[src/rtl/core/ps2hl_pkg.sv]
`default_nettype none
package ps2hl_pkg;

   localparam logic [7:0] ACK_CODE = 8'hFA;

   localparam logic ACTION_EDGE = 1'b0;
   localparam logic ACTION_SEND = 1'b1;

   // frame positions
   localparam logic [3:0] POS_PARITY = 4'd8;
   localparam logic [3:0] POS_STOP   = 4'd9;

   typedef enum logic [2:0] {
      MODE_RX  = 3'b001,
      MODE_TX  = 3'b010,
      MODE_ACK = 3'b100
   } link_mode_type;

   typedef struct packed {
      logic       action;
      logic       data_bit;
      logic [7:0] send_byte;
   } req_payload_type;

   typedef struct packed {
      logic       data_drive;
      logic       rts_start;
      logic       byte_valid;
      logic [7:0] rx_byte;
      logic       start_error;
      logic       parity_error;
      logic       stop_error;
      logic       is_ack_response;
      logic       ack_error;
      logic       line_control_error;
      logic       tx_done;
      logic       send_rejected;
   } rsp_payload_type;

endpackage
`default_nettype wire

[src/rtl/core/ps2hl_if.sv]
`default_nettype none
interface ps2hl_req_if import ps2hl_pkg::*; ();
   logic            valid;
   logic            ready;
   req_payload_type payload;

   modport source (output valid, output payload, input ready);
   modport sink (input valid, input payload, output ready);
endinterface

interface ps2hl_rsp_if import ps2hl_pkg::*; ();
   logic            valid;
   logic            ready;
   rsp_payload_type payload;

   modport source (output valid, output payload, input ready);
   modport sink (input valid, input payload, output ready);
endinterface
`default_nettype wire

[src/rtl/core/ps2_host_link_controller_core.sv]
`default_nettype none
// an accepted req beat's rsp beat is registered and offered in the next cycle
// throughput: one beat per cycle when rsp is ready; the output register lets a
//   new req beat enter in the same cycle that the waiting rsp beat is taken
// reset (synchronous, active high): receive mode, bit position and shift state
//   cleared, transmit parity set to one, no rsp beat pending
module ps2_host_link_controller_core import ps2hl_pkg::*; (
   input  wire          clock,
   input  wire          reset,
   ps2hl_req_if.sink    req,
   ps2hl_rsp_if.source  rsp
);

   link_mode_type   mode_ff, mode_in;
   logic [3:0]      pos_ff, pos_in;
   logic [7:0]      rx_shift_ff, rx_shift_in;
   logic            rx_parity_ff, rx_parity_in;
   logic            rx_start_bad_ff, rx_start_bad_in;
   logic [7:0]      tx_shift_ff, tx_shift_in;
   logic            tx_parity_ff, tx_parity_in;
   logic            rsp_valid_ff, rsp_valid_in;
   rsp_payload_type rsp_data_ff, rsp_data_in;

   logic            accept;
   logic [2:0]      rx_idx;
   logic            bit_in;
   logic            ack_wait;

   assign req.ready   = !rsp_valid_ff || rsp.ready;
   assign accept      = req.valid && req.ready;
   assign rsp.valid   = rsp_valid_ff;
   assign rsp.payload = rsp_data_ff;

   assign bit_in   = req.payload.data_bit;
   assign rx_idx   = 3'(pos_ff - 4'd1);
   assign ack_wait = (mode_ff == MODE_ACK);

   always_comb begin
      mode_in         = mode_ff;
      pos_in          = pos_ff;
      rx_shift_in     = rx_shift_ff;
      rx_parity_in    = rx_parity_ff;
      rx_start_bad_in = rx_start_bad_ff;
      tx_shift_in     = tx_shift_ff;
      tx_parity_in    = tx_parity_ff;
      rsp_data_in     = '0;
      rsp_data_in.data_drive = 1'b1;

      if (req.payload.action == ACTION_SEND) begin
         if (mode_ff == MODE_TX || mode_ff == MODE_ACK) begin
            rsp_data_in.send_rejected = 1'b1;
         end else begin
            // partial receive frame is dropped
            pos_in          = '0;
            rx_shift_in     = '0;
            rx_parity_in    = 1'b0;
            rx_start_bad_in = 1'b0;
            tx_shift_in     = req.payload.send_byte;
            tx_parity_in    = 1'b1;
            mode_in         = MODE_TX;
            rsp_data_in.data_drive = 1'b0;
            rsp_data_in.rts_start  = 1'b1;
         end
      end else if (mode_ff == MODE_TX) begin
         if (pos_ff < POS_PARITY) begin
            tx_parity_in = tx_parity_ff ^ tx_shift_ff[0];
            tx_shift_in  = tx_shift_ff >> 1;
            rsp_data_in.data_drive = tx_shift_ff[0];
            pos_in = pos_ff + 4'd1;
         end else if (pos_ff == POS_PARITY) begin
            rsp_data_in.data_drive = tx_parity_ff;
            pos_in = pos_ff + 4'd1;
         end else if (pos_ff == POS_STOP) begin
            pos_in = pos_ff + 4'd1;
         end else begin
            // line-control edge
            rsp_data_in.line_control_error = bit_in;
            rsp_data_in.tx_done            = 1'b1;
            pos_in          = '0;
            rx_shift_in     = '0;
            rx_parity_in    = 1'b0;
            rx_start_bad_in = 1'b0;
            mode_in         = MODE_ACK;
         end
      end else begin
         if (pos_ff == 4'd0) begin
            rx_start_bad_in = bit_in;
            pos_in = pos_ff + 4'd1;
         end else if (pos_ff <= POS_PARITY) begin
            rx_shift_in[rx_idx] = rx_shift_ff[rx_idx] | bit_in;
            rx_parity_in = rx_parity_ff ^ bit_in;
            pos_in = pos_ff + 4'd1;
         end else if (pos_ff == POS_STOP) begin
            rx_parity_in = rx_parity_ff ^ bit_in;
            pos_in = pos_ff + 4'd1;
         end else begin
            rsp_data_in.byte_valid      = 1'b1;
            rsp_data_in.rx_byte         = rx_shift_ff;
            rsp_data_in.start_error     = rx_start_bad_ff;
            rsp_data_in.parity_error    = !rx_parity_ff;
            rsp_data_in.stop_error      = !bit_in;
            rsp_data_in.is_ack_response = ack_wait;
            rsp_data_in.ack_error       = ack_wait && (rx_shift_ff != ACK_CODE);
            pos_in          = '0;
            rx_shift_in     = '0;
            rx_parity_in    = 1'b0;
            rx_start_bad_in = 1'b0;
            mode_in         = MODE_RX;
         end
      end
   end

   always_comb begin
      rsp_valid_in = rsp_valid_ff;
      if (accept) begin
         rsp_valid_in = 1'b1;
      end else if (rsp.ready) begin
         rsp_valid_in = 1'b0;
      end
   end

   always_ff @(posedge clock) begin
      if (reset) begin
         mode_ff         <= MODE_RX;
         pos_ff          <= '0;
         rx_shift_ff     <= '0;
         rx_parity_ff    <= 1'b0;
         rx_start_bad_ff <= 1'b0;
         tx_shift_ff     <= '0;
         tx_parity_ff    <= 1'b1;
         rsp_valid_ff    <= 1'b0;
      end else begin
         rsp_valid_ff <= rsp_valid_in;
         if (accept) begin
            mode_ff         <= mode_in;
            pos_ff          <= pos_in;
            rx_shift_ff     <= rx_shift_in;
            rx_parity_ff    <= rx_parity_in;
            rx_start_bad_ff <= rx_start_bad_in;
            tx_shift_ff     <= tx_shift_in;
            tx_parity_ff    <= tx_parity_in;
         end
      end
   end

   always_ff @(posedge clock) begin
      if (accept) begin
         rsp_data_ff <= rsp_data_in;
      end
   end

endmodule
`default_nettype wire

[src/flat_wrapper.sv]
// flat-port wrapper written by rule: the top's interface ports become plain ports
module ps2_host_link_controller_core_flat import ps2hl_pkg::*;
  (clock, reset, req_valid, req_payload, req_ready, rsp_valid, rsp_payload, rsp_ready);
  ps2hl_req_if req_i ();
  ps2hl_rsp_if rsp_i ();
  input  wire clock;
  input  wire reset;
  input wire logic [$bits(req_i.valid)-1:0] req_valid;
  input wire logic [$bits(req_i.payload)-1:0] req_payload;
  output wire logic [$bits(req_i.ready)-1:0] req_ready;
  output wire logic [$bits(rsp_i.valid)-1:0] rsp_valid;
  output wire logic [$bits(rsp_i.payload)-1:0] rsp_payload;
  input wire logic [$bits(rsp_i.ready)-1:0] rsp_ready;
  assign req_i.valid = req_valid;
  assign req_i.payload = req_payload;
  assign req_ready = req_i.ready;
  assign rsp_valid = rsp_i.valid;
  assign rsp_payload = rsp_i.payload;
  assign rsp_i.ready = rsp_ready;
  ps2_host_link_controller_core u_core (.clock(clock), .reset(reset), .req(req_i), .rsp(rsp_i));
endmodule
[config.mk]
export PLATFORM = sky130hd
export DESIGN_NAME = ps2_host_link_controller_core_flat
export DESIGN_NICKNAME = d
export VERILOG_FILES = /design/src/rtl/core/ps2hl_pkg.sv /design/src/rtl/core/ps2hl_if.sv /design/src/rtl/core/ps2_host_link_controller_core.sv /design/src/flat_wrapper.sv
export SDC_FILE = /design/constraint.sdc
export NUM_CORES = 1
export LEC_CHECK = 0
export BUFFER_PORTS_ARGS = -buffer_cell sky130_fd_sc_hd__buf_2
export CORE_UTILIZATION = 57
export CTS_CLUSTER_DIAMETER = 30
export DETAILED_ROUTE_END_ITERATION = 8
export GPL_TIMING_DRIVEN = 0
export HOLD_SLACK_MARGIN = 0.08
export PLACE_DENSITY_LB_ADDON = 0.15
export SYNTH_ARGS = -nofsm -noshare
export SYNTH_HDL_FRONTEND = slang
export SYNTH_SLANG_ARGS = --single-unit
export TNS_END_PERCENT = 30
[constraint.sdc]
create_clock -name clock -period 3.3 [get_ports clock]
set_input_delay 0.33 -clock clock [delete_from_list [all_inputs] [get_ports clock]]
set_output_delay 0.33 -clock clock [all_outputs]
set_load 0.005 [all_outputs]
==> flow_summary.json, run 1 <==
{
  "setup_viol": 0,
  "critPathKind": "flip-flop to flip-flop",
  "endpoint_kind": "flip-flop",
  "syn_area_um2": 2400,
  "maxCapViolCount": 0,
  "drv_slew": 0,
  "worstPathRequired_ns": 3.47,
  "drtIter0Drc": 168,
  "fmaxAchievable_ghz": 0.336,
  "hpwl_um": 3820,
  "period_share_pct": 90.1,
  "cts_made_buffers": 5,
  "cts_tree": "yes",
  "path_cells": "clkbuf_2 -> inv_1 -> ha_1 -> nor2_1 -> o21a_1 -> clkbuf_1 -> nand2_1 -> nor4b_2 -> o41a_1",
  "place_area_um2": 2620,
  "h-tree-depth": 2,
  "wl_per_cell_um": 16.0,
  "synthFlopType": "dfxtp_1",
  "gp_congestion": 0.879,
  "synth-edff-count": 19,
  "p_sw_w": 0.000294,
  "p_comb_share_pct": 12.3,
  "drt-total-wl_um": 5410,
  "fp-row-count": 23,
  "syn_area_per_cell_um2": 9.64,
  "clk_latency_ns": 0.30,
  "period_needed_ns": 2.97,
  "clock-sinks": 46,
  "viasPerCell": 6.09,
  "synth_top_area_share_pct": 23.8,
  "final_area_um2": 2760,
  "core-area_um2": 4030,
  "switching_share_pct": 23.2,
  "synthTopCellsByArea": "edfxtp_1 24%, dfxtp_1 23%, mux2i_1 4.6%",
  "async_flop_share_pct": 0,
  "hold_path_depth": 3,
  "pin_count": 35,
  "synthToLayoutAreaGrowth_pct": 15.1,
  "yosysSeqAreaShare_pct": 46.3,
  "skew_ns": 0.00555,
  "grt_max_degree": 21,
  "synth_cell_types": 57,
  "grt_pass1_vias": 1969,
  "die_h_um": 66.9,
  "vdd_drop_max_v": 0.000272,
  "finish.net_count": 306,
  "die_w_um": 66.9,
  "post_cts_buffers": 0,
  "r2r_cells": 9,
  "first_pass_iters": 4,
  "seqPwrFrac_pct": 49.4,
  "cts.reportedPaths.clkPinSlew_ns": 0.08,
  "ctsLongestPathBuffers": 2,
  "synth_cells": 249,
  "synth_nets": 267,
  "rsz0062_at_grt": "false",
  "grt_pass1_wl_um": 9170,
  "drive_above_1_share_pct": 20.8,
  "dr_total_vias": 2066,
  "critPathArrivalTime_ns": 3.15,
  "crit_path_start_kind": "flip-flop",
  "ys_warn_count": 0,
  "ys_ff_latch": 46,
  "netlist.top_cell.by_area": "edfxtp_1",
  "slowest_stage": "dfxtp_1",
  "clockRootBuffer": "clkbuf_8",
  "grt.total_usage_pct": 27.2,
  "power_density_nw_per_um2": 458,
  "dieArea_um2": 4480,
  "status": "finished clean",
  "drc_errors": 0,
  "p_leak_nw": 1.06,
  "fillerInstances": 328,
  "p_clk_share_pct": 38.3,
  "final_cell_mix": "36 x buf_2, 27 x dfxtp_1, 22 x nor2_1",
  "final_common_cell": "buf_2",
  "utilization_pct": 68.6,
  "antenna_cells": 0,
  "p_int_w": 0.000973,
  "ant_nets": 0,
  "antenna_found_initial": 0,
  "hold_viol_final": 0,
  "worst_pin_slew_ns": 0.748,
  "grt.overflow.total": 0,
  "crit_fanout": 10,
  "critical_path.max_stage_delay_ns": 0.50,
  "maxSlewHeadroom_pct": 50.0,
  "r2r_slack_ns": 0.33,
  "portBuffers": 32,
  "start_util_pct": 59.6,
  "hp-class": "primary input to flip-flop"
}
==> cell usage after synthesis (4+ instances only) <==
library cell,instances
a211oi_1,7
a21oi_1,13
a22oi_1,4
and3_1,5
buf_2,4
clkbuf_1,8
dfxtp_1,27
edfxtp_1,19
ha_1,4
inv_1,16
mux2i_1,11
nand2_1,15
nand3_1,9
nor2_1,22
nor3_1,10
o21ai_0,12
o22ai_1,4
==> state kept, by name, indices dropped and copies added, names as in the netlist <==
register,count
u_core.mode_ff,3
u_core.pos_ff,4
u_core.rx_start_bad_ff,1
u_core.tx_parity_ff,1
u_core.rsp.payload,19
u_core.rsp.valid,1
u_core.rx_shift_ff,8
u_core.rx_parity_ff,1
u_core.tx_shift_ff,8
==> stage by stage <==
stage / total power, W / setup WS, ns / hold WS, ns / setup TNS, ns / std cells
final: 0.00127 / 0.326 / 0.280 / 0 / 339
after global routing: 0.00131 / 0.0492 / 0.295 / 0 / 339
after CTS: 0.00127 / 0.113 / 0.279 / 0 / 339
after detailed placement: 0.000791 / -0.0261 / 0.477 / -0.0261 / 331
after global placement: 0.000787 / -0.0235 / 0.474 / -0.0235 / 331
after floorplan: 0.000744 / 0.701 / 0.453 / 0 / 249
==> critical path: cells and delay by family, from the launching register on <==
family                   cells  cell delay, ns
adder cells (fa/ha/maj)      1            0.30
AND/OR/NAND/NOR              3            0.89
buffers and inverters        3            0.79
flip-flops                   1            0.50
AO/OA/AOI/OAI                2            0.37
==> layer usage <==
| layer | GRT usage, % | share of wire (%) |
|---|---|---|
| met1 | 36.6 | 46 |
| met2 | 43.9 | 47 |
| met3 | 4.97 | 5.7 |
| met4 | 8.51 | 1.3 |
| met5 | 0 | 0 |
==> final timing paths <==
path / startpoint / endpoint
hold / removal: req_payload[7] / u_core.tx_shift_ff[7]$_SDFFE_PP0P_
setup reg to reg: u_core.pos_ff[0]$_SDFFE_PP0P_ / u_core.rsp.payload[3]$_SDFFCE_PP0N_
setup / recovery: u_core.pos_ff[0]$_SDFFE_PP0P_ / u_core.rsp.payload[3]$_SDFFCE_PP0N_
hold reg to reg: u_core.tx_shift_ff[7]$_SDFFE_PP0P_ / u_core.tx_shift_ff[7]$_SDFFE_PP0P_
==> repair_timing <==
action	4_1_cts	5_1_grt
gates resized for setup	1	2
hold buffers	0	0
gates cloned	0	0
endpoints found under the setup margin	1	2
endpoints found under the hold margin	0	0
==> logic make-up after synthesis <==
group	synth area share, %
AOI/OAI and AO/OA	20.5
muxes	5.05
xor gates and xnor gates	1.46
adders and majority gates	3.02
DFF	46.3
buffers and inverters	5.37
and+or+nand+nor	18.3
==> power groups by stage <==
stage / combinational (W) / clock [W] / sequential, W
global placement: 0.000150 / 0 / 0.000637
floorplan: 0.000105 / 0 / 0.000638
finish: 0.000156 / 0.000485 / 0.000625
global route: 0.000173 / 0.000509 / 0.000629
detailed placement: 0.000153 / 0 / 0.000639
CTS: 0.000155 / 0.000488 / 0.000626
==> final cells by class <==
type | count | area (um^2) | area share, %
clock buffer | 5 | 68.8 | 2.49
multi-input combinational | 172 | 1170 | 42.2
timing repair buffer | 32 | 160 | 5.79
tap | 50 | 62.6 | 2.26
buffer | 15 | 70.1 | 2.54
inverter | 16 | 60.1 | 2.17
sequential | 46 | 1110 | 40.2
clock inverter | 3 | 63.8 | 2.31
No activity file was read; power rests on OpenSTA's default activity.
==> inputs of run 2 (changes only) <==
--- a/config.mk
+++ b/config.mk
@@ -5,12 +5,12 @@
 export SDC_FILE = /design/constraint.sdc
 export NUM_CORES = 1
 export LEC_CHECK = 0
-export BUFFER_PORTS_ARGS = -buffer_cell sky130_fd_sc_hd__buf_2
-export CORE_UTILIZATION = 57
+export CORE_UTILIZATION = 60
 export CTS_CLUSTER_DIAMETER = 30
 export DETAILED_ROUTE_END_ITERATION = 8
+export DONT_BUFFER_PORTS = 1
 export GPL_TIMING_DRIVEN = 0
-export HOLD_SLACK_MARGIN = 0.08
+export HOLD_SLACK_MARGIN = 0.15
 export PLACE_DENSITY_LB_ADDON = 0.15
 export SYNTH_ARGS = -nofsm -noshare
 export SYNTH_HDL_FRONTEND = slang
==> flow_summary.json, run 2 (synthesized netlist as in run 1, its figures left out) <==
{
  "r2r_slack_ns": 0.22,
  "h-tree-depth": 2,
  "pre_cts_slack_ns": -0.0752,
  "gp_congestion": 0.864,
  "pin_count": 35,
  "status": "finished clean",
  "viasPerCell": 6.45,
  "setup_viol": 0,
  "rr_startpoint": "u_core.pos_ff[0]$_SDFFE_PP0P_",
  "cts_made_buffers": 5,
  "crit_fanout": 10,
  "crit_path_start_kind": "flip-flop",
  "fillerInstances": 302,
  "hold_viol_final": 0,
  "power_density_nw_per_um2": 433,
  "critPathKind": "flip-flop to flip-flop",
  "maxCapViolCount": 0,
  "portBuffers": 0,
  "wl_per_cell_um": 17.9,
  "largest_register_ff_count": 19,
  "drive_above_1_share_pct": 11.2,
  "first_pass_iters": 5,
  "min_to": "u_core.tx_shift_ff[7]$_SDFFE_PP0P_",
  "hold_path_depth": 2,
  "final_cell_mix": "27 x dfxtp_1, 22 x nor2_1, 19 x edfxtp_1",
  "period_needed_ns": 3.08,
  "drv_slew": 0,
  "worstPathRequired_ns": 3.48,
  "drtIter0Drc": 282,
  "hp-class": "primary input to flip-flop",
  "cp_top_family": "simple AND/OR/NAND/NOR gates",
  "reg2reg_to": "u_core.rsp.payload[3]$_SDFFCE_PP0N_",
  "finish.net_count": 275,
  "p_leak_nw": 0.908,
  "clock-sinks": 46,
  "slowest_stage": "dfxtp_1",
  "die_w_um": 65.3,
  "post_cts_buffers": 0,
  "path_cells": "clkbuf_2 -> inv_1 -> ha_1 -> nor2_1 -> o21a_1 -> clkbuf_1 -> nand2_1 -> nor4b_2 -> o41a_1",
  "vdd_drop_max_v": 0.000247,
  "core-area_um2": 3740,
  "cts.reportedPaths.clkPinSlew_ns": 0.09,
  "maxSlewHeadroom_pct": 50.6,
  "ctsLongestPathBuffers": 2,
  "r2r_cells": 9,
  "clockRootBuffer": "clkbuf_8",
  "worst-path-buf-inv": 3,
  "hpwl_um": 3910,
  "ant_nets": 0,
  "dieArea_um2": 4260,
  "grt.total_usage_pct": 27.5,
  "grt_pass1_wl_um": 8890,
  "critPathArrivalTime_ns": 3.26,
  "drc_errors": 0,
  "critical_path.max_stage_delay_ns": 0.50,
  "synthToLayoutAreaGrowth_pct": 6.98,
  "fmaxAchievable_ghz": 0.325,
  "grt.overflow.total": 0,
  "start_util_pct": 64.1,
  "setup_ws_ns": 0.220,
  "fp-row-count": 22,
  "worst_pin_slew_ns": 0.740,
  "final_common_cell": "dfxtp_1",
  "grt_max_degree": 21,
  "antenna_found_initial": 0,
  "grt_pass1_vias": 1911,
  "skew_ns": 0.00672,
  "antenna_cells": 0,
  "endpoint_kind": "flip-flop",
  "period_share_pct": 93.3,
  "hp-start": "req_payload[7]",
  "drt-total-wl_um": 5470,
  "die_h_um": 65.3,
  "clk_latency_ns": 0.30,
  "rsz0062_at_grt": "false",
  "cts_tree": "yes",
  "finalPower_w": 0.00111,
  "cp-startpoint": "u_core.pos_ff[0]$_SDFFE_PP0P_",
  "dr_total_vias": 1973
}
## run 2: how the worst max path moves through the flow
stage	endpoint	slack (ns)	depth (start not counted)
2_1_floorplan	u_core.rx_parity_ff$_SDFFE_PP0P_	0.70	8
4_1_cts	u_core.rsp.payload[3]$_SDFFCE_PP0N_	0.05	9
6_report	u_core.rsp.payload[3]$_SDFFCE_PP0N_	0.22	9
3_3_place_gp	u_core.rsp.payload[3]$_SDFFCE_PP0N_	0.02	9
5_1_grt	u_core.rsp.payload[3]$_SDFFCE_PP0N_	0.03	9
3_5_place_dp	u_core.rsp.payload[3]$_SDFFCE_PP0N_	-0.08	9
## run 2: repair_timing
action / CTS / global route
hold buffers: 1 / 0
endpoints found under the setup margin: 2 / 2
hold endpoints to repair: 1 / 0
gates resized for setup: 1 / 2
## run 2: where the power goes
part	total (W)	leakage, nW	internal, W	switching, W
Sequential	0.000630	0.412	0.000615	0.0000146
Combinational	0.000137	0.452	0.0000475	0.0000898
Clock	0.000346	0.0441	0.000149	0.000197
Total	0.00111	0.908	0.000811	0.000301
## run 2: worst register-to-register path, cell delays in order (launching register included)
cell,delay [ns]
dfxtp_1,0.50
clkbuf_2,0.29
inv_1,0.17
ha_1,0.31
nor2_1,0.17
o21a_1,0.15
clkbuf_1,0.37
nand2_1,0.34
nor4b_2,0.44
o41a_1,0.22
## run 2: layout make-up
type	instances	area, um^2	share of cell area, %
buffer	15	70.1	2.73
clock buffer	5	68.8	2.68
clock inverter	3	21.3	0.828
inverter	16	60.1	2.34
multi-input combinational	172	1170	45.4
sequential	46	1110	43.3
tap	48	60.1	2.34
timing repair buffer	1	10.0	0.390
## run 2: routing by layer
layer	GRT usage, %	part of all wire (%)	wire length, um
met1	35.6	42	2320
met4	14.1	2.4	129
met2	43.0	48	2640
met3	5.90	6.9	377
met5	0	0	0
## run 2: stage by stage
stage | cells | utilization, % | hold slack [ns] | area [um^2] | TNS, ns
finish | 306 | 68.6 | 0.177 | 2570 | 0
global route | 306 | 68.6 | 0.210 | 2570 | 0
detailed placement | 297 | 65.7 | 0.472 | 2460 | -0.0752
CTS | 306 | 68.6 | 0.172 | 2570 | 0
global placement | 297 | 65.7 | 0.462 | 2460 | 0
floorplan | 249 | - | 0.453 | 2400 | 0
